--- src/design/sqsb_pkg.sv ---
package sqsb_pkg;

  // Store geometry
  localparam int DEPTH  = 64;
  localparam int DATA_W = 32;
  localparam int IDX_W  = $clog2(DEPTH);
  localparam int CNT_W  = $clog2(DEPTH + 1);

  localparam logic [CNT_W-1:0] DEPTH_CNT = CNT_W'(DEPTH);
  localparam logic [IDX_W-1:0] IDX_LAST  = IDX_W'(DEPTH - 1);

  // Stream widths
  localparam int OP_W       = 2;
  localparam int IN_RAW_W   = OP_W + DATA_W;
  localparam int IN_TDATA_W = ((IN_RAW_W + 7) / 8) * 8;
  localparam int KIND_W     = 2;
  localparam int OUT_USER_W = KIND_W + 1;

  typedef enum logic [OP_W-1:0] {
    OP_INSERT = 2'd0,
    OP_REMOVE = 2'd1,
    OP_STACK  = 2'd2,
    OP_QUEUE  = 2'd3
  } op_e;

  typedef enum logic [KIND_W-1:0] {
    KIND_REMOVED = 2'd0,
    KIND_EMPTY   = 2'd1,
    KIND_DUMP    = 2'd2,
    KIND_FULL    = 2'd3
  } kind_e;

  // Result description issued alongside a memory read (or without one)
  typedef struct packed {
    kind_e kind;
    logic  empty_dump;
    logic  last;
    logic  use_ram;
  } res_meta_t;

  // One finished result waiting for the output side
  typedef struct packed {
    kind_e                    kind;
    logic                     empty_dump;
    logic                     last;
    logic signed [DATA_W-1:0] data;
  } res_item_t;

endpackage

--- src/design/sqsb_ram.sv ---
module sqsb_ram #(
  parameter int Width = sqsb_pkg::DATA_W,
  parameter int Depth = sqsb_pkg::DEPTH
) (
  input  logic                     clk_i,
  input  logic                     we_i,
  input  logic [$clog2(Depth)-1:0] waddr_i,
  input  logic [Width-1:0]         wdata_i,
  input  logic                     re_i,
  input  logic [$clog2(Depth)-1:0] raddr_i,
  output logic [Width-1:0]         rdata_o
);

  logic [Width-1:0] mem_q [Depth];
  logic [Width-1:0] rdata_q;

  // Write port
  always_ff @(posedge clk_i) begin
    if (we_i) begin
      mem_q[waddr_i] <= wdata_i;
    end
  end

  // Registered read port
  always_ff @(posedge clk_i) begin
    if (re_i) begin
      rdata_q <= mem_q[raddr_i];
    end
  end

  assign rdata_o = rdata_q;

endmodule

--- src/design/stack_queue_switchable_buffer_unit.sv ---
// Channel   Direction  Signals                  Contents (lowest bit first)
// s_axis    in         tvalid tready tdata      tdata: opcode[1:0], value[33:2], zero fill
// m_axis    out        tvalid tready tdata      tdata: data[31:0]
//                      tuser tlast              tuser: kind[1:0], empty_dump[2]; tlast: last
//
// The memory reads at the transfer edge itself, so a removed word sits in the memory read
// register behind the read stage, then moves to the output register or its skid stage and
// leaves from there.
// A mode switch on a non-empty store enters the dump state and streams one element per cycle
// while the output buffer has room, paced by the single read port of the store memory.
// Input is held off while a dump runs, or while two results already sit in the read stage,
// the output register and its skid stage with none leaving this cycle. Reset clears
// pointers, count and mode (stack mode); the store memory is not cleared and needs no
// pass after reset.
module stack_queue_switchable_buffer_unit (
  input  logic                                  clk_i,
  input  logic                                  rst_ni,
  input  logic                                  s_axis_tvalid_i,
  output logic                                  s_axis_tready_o,
  // opcode [1:0], value [33:2], zeros above
  input  logic [sqsb_pkg::IN_TDATA_W-1:0]       s_axis_tdata_i,
  output logic                                  m_axis_tvalid_o,
  input  logic                                  m_axis_tready_i,
  // data [31:0]
  output logic [sqsb_pkg::DATA_W-1:0]           m_axis_tdata_o,
  // kind [1:0], empty_dump [2]
  output logic [sqsb_pkg::OUT_USER_W-1:0]       m_axis_tuser_o,
  output logic                                  m_axis_tlast_o
);

  localparam logic ST_IDLE = 1'b0;
  localparam logic ST_DUMP = 1'b1;

  localparam int IDX_W  = sqsb_pkg::IDX_W;
  localparam int CNT_W  = sqsb_pkg::CNT_W;
  localparam int DATA_W = sqsb_pkg::DATA_W;

  // Control state
  logic                 state_q, state_d;
  logic [CNT_W-1:0]     count_q, count_d;
  logic [IDX_W-1:0]     front_q, front_d;
  logic                 stack_q, stack_d;
  logic [CNT_W-1:0]     dump_i_q, dump_i_d;

  // Read stage and output buffer
  logic                 st1_v_q, st1_v_d;
  sqsb_pkg::res_meta_t  st1_meta_q, st1_meta_d;
  logic                 out_v_q, out_v_d;
  logic                 skid_v_q, skid_v_d;
  sqsb_pkg::res_item_t  out_q, out_d;
  sqsb_pkg::res_item_t  skid_q, skid_d;
  sqsb_pkg::res_item_t  st1_item;

  // Memory port
  logic                 ram_we, ram_re;
  logic [IDX_W-1:0]     ram_waddr, ram_raddr;
  logic [DATA_W-1:0]    ram_rdata;

  // Decode and ring arithmetic
  sqsb_pkg::op_e        opcode;
  logic [DATA_W-1:0]    value;
  logic                 deq, issue_ok, in_acc, full, empty, dump_last;
  logic [1:0]           occ;
  logic [CNT_W-1:0]     dump_off, off_sel;
  logic [IDX_W:0]       ring_sum;
  logic [IDX_W-1:0]     ring_pos, front_inc;

  assign opcode = sqsb_pkg::op_e'(s_axis_tdata_i[sqsb_pkg::OP_W-1:0]);
  assign value  = s_axis_tdata_i[sqsb_pkg::IN_RAW_W-1:sqsb_pkg::OP_W];

  assign full  = (count_q == sqsb_pkg::DEPTH_CNT);
  assign empty = (count_q == '0);

  // Output handshake and room for one more issued result
  assign deq = out_v_q & m_axis_tready_i;
  assign occ = 2'({1'b0, out_v_q}) + 2'({1'b0, skid_v_q}) + 2'({1'b0, st1_v_q})
             - 2'({1'b0, deq});
  assign issue_ok = (occ <= 2'd1);

  assign s_axis_tready_o = (state_q == ST_IDLE) && issue_ok;
  assign in_acc          = s_axis_tvalid_i && s_axis_tready_o;

  // Ring position: front plus offset, one wrap
  assign dump_off  = stack_q ? (count_q - CNT_W'(1) - dump_i_q) : dump_i_q;
  assign dump_last = (dump_i_q + CNT_W'(1) == count_q);

  always_comb begin
    if (state_q == ST_DUMP) begin
      off_sel = dump_off;
    end else if (opcode == sqsb_pkg::OP_INSERT) begin
      off_sel = count_q;
    end else if (stack_q) begin
      off_sel = count_q - CNT_W'(1);
    end else begin
      off_sel = '0;
    end
  end

  assign ring_sum = {1'b0, front_q} + {1'b0, off_sel[IDX_W-1:0]};
  assign ring_pos = (ring_sum >= (IDX_W+1)'(sqsb_pkg::DEPTH))
                  ? IDX_W'(ring_sum - (IDX_W+1)'(sqsb_pkg::DEPTH))
                  : ring_sum[IDX_W-1:0];
  assign front_inc = (front_q == sqsb_pkg::IDX_LAST) ? '0 : front_q + IDX_W'(1);

  assign ram_waddr = ring_pos;
  assign ram_raddr = ring_pos;

  // Sequencer: accept an operation, or step a dump one element per cycle while the output has room
  always_comb begin
    state_d    = state_q;
    count_d    = count_q;
    front_d    = front_q;
    stack_d    = stack_q;
    dump_i_d   = dump_i_q;
    st1_v_d    = 1'b0;
    st1_meta_d = '{kind: sqsb_pkg::KIND_REMOVED, empty_dump: 1'b0, last: 1'b1,
                   use_ram: 1'b0};
    ram_we     = 1'b0;
    ram_re     = 1'b0;
    case (state_q)
      ST_IDLE: begin
        if (in_acc) begin
          case (opcode)
            sqsb_pkg::OP_INSERT: begin
              if (full) begin
                st1_v_d         = 1'b1;
                st1_meta_d.kind = sqsb_pkg::KIND_FULL;
              end else begin
                ram_we  = 1'b1;
                count_d = count_q + CNT_W'(1);
              end
            end
            sqsb_pkg::OP_REMOVE: begin
              st1_v_d = 1'b1;
              if (empty) begin
                st1_meta_d.kind = sqsb_pkg::KIND_EMPTY;
              end else begin
                ram_re             = 1'b1;
                st1_meta_d.use_ram = 1'b1;
                count_d            = count_q - CNT_W'(1);
                if (!stack_q) begin
                  front_d = front_inc;
                end
              end
            end
            default: begin
              stack_d = (opcode == sqsb_pkg::OP_STACK);
              if (empty) begin
                st1_v_d               = 1'b1;
                st1_meta_d.kind       = sqsb_pkg::KIND_DUMP;
                st1_meta_d.empty_dump = 1'b1;
              end else begin
                state_d  = ST_DUMP;
                dump_i_d = '0;
              end
            end
          endcase
        end
      end
      ST_DUMP: begin
        if (issue_ok) begin
          ram_re             = 1'b1;
          st1_v_d            = 1'b1;
          st1_meta_d.kind    = sqsb_pkg::KIND_DUMP;
          st1_meta_d.last    = dump_last;
          st1_meta_d.use_ram = 1'b1;
          dump_i_d           = dump_i_q + CNT_W'(1);
          if (dump_last) begin
            state_d = ST_IDLE;
          end
        end
      end
      default: begin
        state_d = ST_IDLE;
      end
    endcase
  end

  // Result leaving the read stage
  assign st1_item.kind       = st1_meta_q.kind;
  assign st1_item.empty_dump = st1_meta_q.empty_dump;
  assign st1_item.last       = st1_meta_q.last;
  assign st1_item.data       = st1_meta_q.use_ram ? ram_rdata : '0;

  // Output register with skid stage, kept in order
  always_comb begin
    out_v_d  = out_v_q;
    skid_v_d = skid_v_q;
    out_d    = out_q;
    skid_d   = skid_q;
    if (!out_v_q || deq) begin
      if (skid_v_q) begin
        out_d    = skid_q;
        out_v_d  = 1'b1;
        skid_d   = st1_item;
        skid_v_d = st1_v_q;
      end else begin
        out_d    = st1_item;
        out_v_d  = st1_v_q;
      end
    end else if (st1_v_q) begin
      skid_d   = st1_item;
      skid_v_d = 1'b1;
    end
  end

  always_ff @(posedge clk_i or negedge rst_ni) begin
    if (!rst_ni) begin
      state_q  <= ST_IDLE;
      count_q  <= '0;
      front_q  <= '0;
      stack_q  <= 1'b1;
      dump_i_q <= '0;
      st1_v_q  <= 1'b0;
      out_v_q  <= 1'b0;
      skid_v_q <= 1'b0;
    end else begin
      state_q  <= state_d;
      count_q  <= count_d;
      front_q  <= front_d;
      stack_q  <= stack_d;
      dump_i_q <= dump_i_d;
      st1_v_q  <= st1_v_d;
      out_v_q  <= out_v_d;
      skid_v_q <= skid_v_d;
    end
  end

  // Payload registers
  always_ff @(posedge clk_i) begin
    st1_meta_q <= st1_meta_d;
    out_q      <= out_d;
    skid_q     <= skid_d;
  end

  // Store memory; writes and reads never share a cycle
  sqsb_ram #(
    .Width (DATA_W),
    .Depth (sqsb_pkg::DEPTH)
  ) u_store (
    .clk_i   (clk_i),
    .we_i    (ram_we),
    .waddr_i (ram_waddr),
    .wdata_i (value),
    .re_i    (ram_re),
    .raddr_i (ram_raddr),
    .rdata_o (ram_rdata)
  );

  assign m_axis_tvalid_o = out_v_q;
  assign m_axis_tdata_o  = out_q.data;
  assign m_axis_tuser_o  = {out_q.empty_dump, out_q.kind};
  assign m_axis_tlast_o  = out_q.last;

`ifndef SYNTHESIS
  // Skid stage only fills behind a held output register
  a_skid_behind_out: assert property (@(posedge clk_i) disable iff (!rst_ni)
    skid_v_q |-> out_v_q)
    else $error("skid stage valid while output register empty");

  // An arriving result always finds room
  a_no_overflow: assert property (@(posedge clk_i) disable iff (!rst_ni)
    st1_v_q |-> !(out_v_q && skid_v_q && !m_axis_tready_i))
    else $error("result arrived with output buffer full");

  // Count stays within the ring
  a_count_bound: assert property (@(posedge clk_i) disable iff (!rst_ni)
    count_q <= sqsb_pkg::DEPTH_CNT)
    else $error("count beyond store depth");

  // A dump leaves count and front untouched
  a_dump_keeps_state: assert property (@(posedge clk_i) disable iff (!rst_ni)
    (state_q == ST_DUMP) |=> ($stable(count_q) && $stable(front_q)))
    else $error("count or front moved during a dump");
`endif

endmodule

--- config.mk ---
export PLATFORM = sky130hd
export DESIGN_NAME = stack_queue_switchable_buffer_unit
export DESIGN_NICKNAME = d
export VERILOG_FILES = /design/src/design/sqsb_pkg.sv /design/src/design/sqsb_ram.sv /design/src/design/stack_queue_switchable_buffer_unit.sv
export SDC_FILE = /design/constraint.sdc
export NUM_CORES = 2
export LEC_CHECK = 0
export BUFFER_PORTS_ARGS = -buffer_cell sky130_fd_sc_hd__buf_2
export CORE_MARGIN = 3
export CORE_UTILIZATION = 25
export CTS_CLUSTER_DIAMETER = 120
export CTS_CLUSTER_SIZE = 16
export DETAILED_ROUTE_END_ITERATION = 8
export PLACE_DENSITY_LB_ADDON = 0.25
export SYNTH_ARGS = -nofsm -noshare
export SYNTH_HDL_FRONTEND = slang
export SYNTH_SLANG_ARGS = --single-unit
--- constraint.sdc ---
create_clock -name clk_i -period 14.9 [get_ports clk_i]
set_clock_uncertainty 0.1 [all_clocks]
set_input_delay 0.745 -clock clk_i [delete_from_list [all_inputs] [get_ports clk_i]]
set_output_delay 0.745 -clock clk_i [all_outputs]
set_load 0.005 [all_outputs]
== Word-level counts from Yosys, hierarchy flattened ==
Memories as Yosys holds them, arrays and structs flattened. A register that Yosys moved wholly into a read port is not among the register bits.
Index checks and enable logic that the tools add are counted.
W data, S select, Z words.
Word-level totals
  register bits: 102
  memory bits (writable): 2048
  bits of input ports: 44
  output and inout bits: 38
  logic and storage cells: 121
  memories kept: 1
Memories
  u_store.mem_q: depth 64, width 32, read ports 1, clocked after Yosys merged registers in 1, write ports 1, RTL line sqsb_ram.sv:14  | logic [Width-1:0] mem_q [Depth];
Operators by class
  add/subtract/negate cells: 10
  order comparisons: 2
  eq/ne operators: 12
  multiplexer cells: 54
  bitwise operators: 6
  reductions and logical operators: 16
Operators by type and width (number)
  $mux W36: 4
  $mux W7: 6
  $mux W6: 6
  $mux W32: 1
  $pmux W7 S2: 2
  $mux W1: 24
  $add A7 B1 Y7 const B: 2
  $ne A2 B2 Y1 const B: 6
  $pmux W1 S2: 5
  $reduce_and A5 Y1: 2
  $pmux W2 S2: 2
  $add A6 B6 Y7: 1
  $eq A7 B7 Y1: 1
  $eq A7 B7 Y1 const B: 1
  $ge A7 B7 Y1 const B: 1
  $logic_not A7 Y1: 1
  $sub A7 B1 Y7 const B: 1
  $add A6 B1 Y6 const B: 1
  $eq A6 B6 Y1 const B: 1
  $mux W3: 2
  $sub A6 B1 Y6 const B: 1
  $sub A6 B6 Y6: 1
  $not A1 Y1: 5
  $mux W2: 2
  18 further kinds: 21

== Longest topological paths before layout ==
  word-level depth: 10
  depth in mapped cells: 23
  depth with buffers taken out: 19

== Hierarchy ==
A second synthesis with hierarchy kept.
Second synthesis, totals
  cell total of the unflattened synthesis: 3750
  area, all modules: 84000.6 um2
Modules (own cells, without submodules)
  sqsb_ram: instances 1, cells an instance 3324, area each 78835.6 um2, seq. area each 62459.9 um2
  stack_queue_switchable_buffer_unit: instances 1, cells an instance 426, area each 5165.0 um2, seq. area each 2889.0 um2

== Worst setup path after synthesis ==
OpenSTA, ideal clock, no wires.
  path kind: register -> register
  start: register count_q[0]
  end: memory u_store.mem_q[0][0] (netlist bit) (enable)
  setup time: 0.421 ns
  arrival: 5.375 ns
  required time: 14.379 ns
  path slack: 9.004 ns
  cell stages (with the launch flop): 22
  buffers on the path: 3
  clock period less this slack: 5.896 ns
  path through: dfrtp_1 > inv_1 > ha_1 > clkbuf_1 > xor2_1 > ha_1 > a21o_1 > a21oi_1 > xor2_1 > nand2_1 > o21ai_0 > a21oi_1 > ha_1 > nor4b_1 > a2111oi_2 > nand4_1 > mux2_2 > nand3_2 > buf_6 > buf_2 > nand2_1 > nor2_1
On the way
  cells in the longest elaborated chain, start to end: 7
  elaborated cells between the ends (all ways): 17
  classes of those cells: 4 x add/sub; 1 x order compare; 1 x eq/ne; 11 x mux
RTL lines
  start: declaration: RTL line stack_queue_switchable_buffer_unit.sv:40  | logic [CNT_W-1:0] count_q, count_d;
  start signal: assignment: RTL line stack_queue_switchable_buffer_unit.sv:219  | count_q <= count_d;
  $sub A7 B1 Y7 or $eq A7 B7 Y1 (tied branches)
  $sub A6 B6 Y6, or another cell as far along: RTL line stack_queue_switchable_buffer_unit.sv:84  | assign dump_off = stack_q ? (count_q - CNT_W'(1) - dump_i_q) : dump_i_q;
  $mux W6, or another cell as far along: RTL line stack_queue_switchable_buffer_unit.sv:84
  $mux W6 or $mux W1 (tied branches): RTL line stack_queue_switchable_buffer_unit.sv:88, stack_queue_switchable_buffer_unit.sv:122
  $add A6 B6 Y7 or $mux W1 (tied branches): RTL line stack_queue_switchable_buffer_unit.sv:99, stack_queue_switchable_buffer_unit.sv:120
  $sub A6 B1 Y6, or another cell as far along: RTL line stack_queue_switchable_buffer_unit.sv:101  | ? IDX_W'(ring_sum - (IDX_W+1)'(sqsb_pkg::DEPTH))
  $mux W6 or $mux W1 (tied branches): RTL line stack_queue_switchable_buffer_unit.sv:101, sqsb_ram.sv:20
  end: declaration: RTL line sqsb_ram.sv:14
Several ways; a longest one is shown, not always the timed one.

== Final worst setup path ==
  start: register count_q[0]
  end: memory u_store.mem_q[39][15] (netlist bit) (enable)
Same word-level chain as after synthesis.

==> results.yml <==
sta:
  finalSetupTns_ns: 0
  tightest_slew_ns: 1.303
  slew_headroom: 0.1175
  fmax_ghz: 0.1238
  setup_viol: 0
  worst_slack_ns: 6.825
  rsz0062_at_grt: "false"
  slew_viol_final: 0
  period_minus_slack_ns: 8.075
  holdWs_ns: 0.1343
  final-hold-violation-count: 0
  fin_crit_sh: 0.5420
logic_synthesis:
  yosysMostFrequentCell: "edfxtp_1"
  synthTopCellsByCount: "2,152 x edfxtp_1, 475 x nand2_1, 213 x a22oi_1, 204 x a21oi_1, 189 x mux4_2"
  ys_seq_area_frac: 0.7743
  synth_cells: 4855
  synth_cell_types: 76
  ys.warnings.count: 0
  syn_area_um2: 84400
  synth_top_cell_by_area: "edfxtp_1"
  yosys.area.top_type_share: 0.7657
  ys.flop_type: "edfxtp_1"
  mappedNetlistNets: 4918
  synthArstFlopShare: 0.01146
  synthTopCellsByArea: "edfxtp_1 77%, mux4_2 5.0%, nand2_1 2.1%"
  synth-edff-count: 2152
  ys_ff_latch: 2182
  avgSynthCellArea_um2: 17.38
placement:
  gp_congestion: 0.7663
  dp_hpwl_um: 148400
  port-buffer-count: 75
  pre_cts_slack_ns: 6.559
layout:
  multi_input_area_um2: 18320
  nFillCells: 33320
  finalNetCount: 5016
  area.growth.synth_to_final_pct: 13.19
  ff_latch_area_um2: 65350
  layout-drive-gt1-share: 0.1579
floorplanning:
  die_area_um2: 344600
  io_pins: 82
  coreArea_um2: 334800
  chipWidth_um: 587.0
  dieHeight_um: 587.0
  start_util: 0.2521
  fp-row-count: 212
worst_setup_path:
  startpoint: "count_q[0]"
  reg2regPathDepth: 17
  reg2reg_slack_ns: 6.82
  cp_max_fo: 30
  critPathCaptureType: "flop"
  r2r-end: "u_store.mem_q[39][15]"
  startpoint_type: "flop"
  r2r_start: "count_q[0]"
  crit_arrival_ns: 8.40
  worstPathRequired_ns: 15.22
  endpoint: "u_store.mem_q[39][15]"
  crit_type: "flop to flop"
global_routing:
  grt_use_total: 0.1543
  overflow: 0
  grt_pass1_vias: 46340
  antenna_found_initial: 30
  grt_pass1_wl_um: 379300
  grt_max_degree: 112
worst_hold_path:
  hold_class: "input port to flop"
  hold_start: "s_axis_tdata_i[0]"
run_status:
  outcome: "complete, no violations"
clock_tree:
  cts_tree: "built"
  cts_setup_buffers: 0
  clock_sinks: 2182
  clkLatencyLatePin_ns: 0.85
  numCtsBuffers: 162
  h-tree-depth: 4
  cts-resized-gates: 0
  root_buffer: "clkbuf_16"
  clk_pin_slew_ns: 0.08
  ctsLongestPathBuffers: 4
detailed_routing:
  drt-initial-drc-count: 5302
  routed_via_density: 4.961
  remaining_drc_errors: 0
  via_count: 47090
  drtPass1Iterations: 5
  final_antenna_net_count: 0
  drt-total-wl_um: 275800
  drt-wirelength-per-cell_um: 29.05
run:
  maxCapViolCount: 0
[repair_timing]
item                                    4_1_cts  5_1_grt
hold buffers                                  1        0
endpoints found under the hold margin        24        0
endpoints found under the setup margin        0        0
[layout make-up]
cell class              instances  area share
clock inverters                 3   0.0003798
diodes                         28   0.0007335
clock buffers                 178     0.04396
inverters                      21   0.0009561
well taps                    4494     0.05886
flip-flops and latches       2182      0.6841
repair buffers                256     0.01925
multi-input cells            2330      0.1918
[metrics by stage]
stage	instance area [um^2]	util	std cells
after detailed placement	91210	0.2725	9282
after floorplan	84400	-	4855
after global routing	95480	0.2852	9472
after CTS	95460	0.2852	9464
after global placement	91200	0.2724	9281
final	95530	0.2854	9492
[worst max-delay path, cell delays in order, from the launching register on]
cell      delay (ns)
dfrtp_1         0.54
inv_1           0.13
ha_1            0.33
inv_1           0.09
fa_1            0.49
mux2i_1         0.07
a21oi_1         0.29
inv_1           0.10
fa_4            0.94
buf_4           0.41
buf_4           0.36
nand2b_2        0.50
buf_4           0.36
nor2_4          0.09
buf_4           0.54
nand2_1         0.76
nor2_4          0.88
buf_4           0.55
[state kept, by name, indices dropped and copies added, names as in the netlist, 3 cells and up]
| register | flops |
|---|---|
| m_axis_tuser_o | 3 |
| dump_i_q | 7 |
| u_store.mem_q | 2048 |
| front_q | 6 |
| skid_q | 36 |
| count_q | 7 |
| st1_item | 4 |
| m_axis_tdata_o | 32 |
| u_store.rdata_o | 32 |
[kinds of logic (layout without fill, tap and decap cells)]
group                      after synthesis  after routing  synth area share
muxes                                  386            386           0.07482
buffers and inverters                  343            458           0.01695
xor gates and xnor gates                29             29          0.003098
AOI/OAI and AO/OA                      985            985           0.07985
and+or+nand+nor                        910            910           0.04786
DFF                                   2182           2182            0.7743
adders and majority gates               20             20          0.003113
other                                    0             28                 0
[placed cells by master (no fill, tap or decap), drive strengths merged, types with 18 or more instances in the layout]
cell,n
a221oi,41
a2111oi,38
mux2,66
clkbuf,178
and3,58
a311oi,38
a22oi,213
o211ai,27
nor3,23
nand3,109
o22ai,40
mux2i,131
a31oi,105
a211oi,31
mux4,189
o21ai,121
diode,28
edfxtp,2152
nand4,26
inv,23
and2,36
buf,254
a21oi,204
a221o,18
nand2,475
a41oi,26
dfrtp,24
nor2,135
[how the worst min path moves through the flow]
stage | end | slack (ns) | cells past startpoint
after detailed placement | skid_q[33] | 0.33 | 0
after global placement | skid_q[34] | 0.32 | 0
final | stack_q | 0.13 | 2
after floorplan | skid_q[32] | 0.30 | 0
after global routing | stack_q | 0.10 | 2
after CTS | stack_q | 0.06 | 2
[layer usage]
| metal | track usage | vias up | wire length [um] |
|---|---|---|---|
| met4 | 0.04380 | 18 | 8185 |
| met2 | 0.2429 | 1796 | 126400 |
| li1 | - | 19660 | - |
| met3 | 0.03012 | 374 | 19620 |
| met1 | 0.2157 | 25240 | 121500 |
| met5 | 0.003876 | - | 113 |
Power is left out: the tool's default activity adds up to more than one toggle a clock period on the data nets, which glitch-free logic cannot reach.
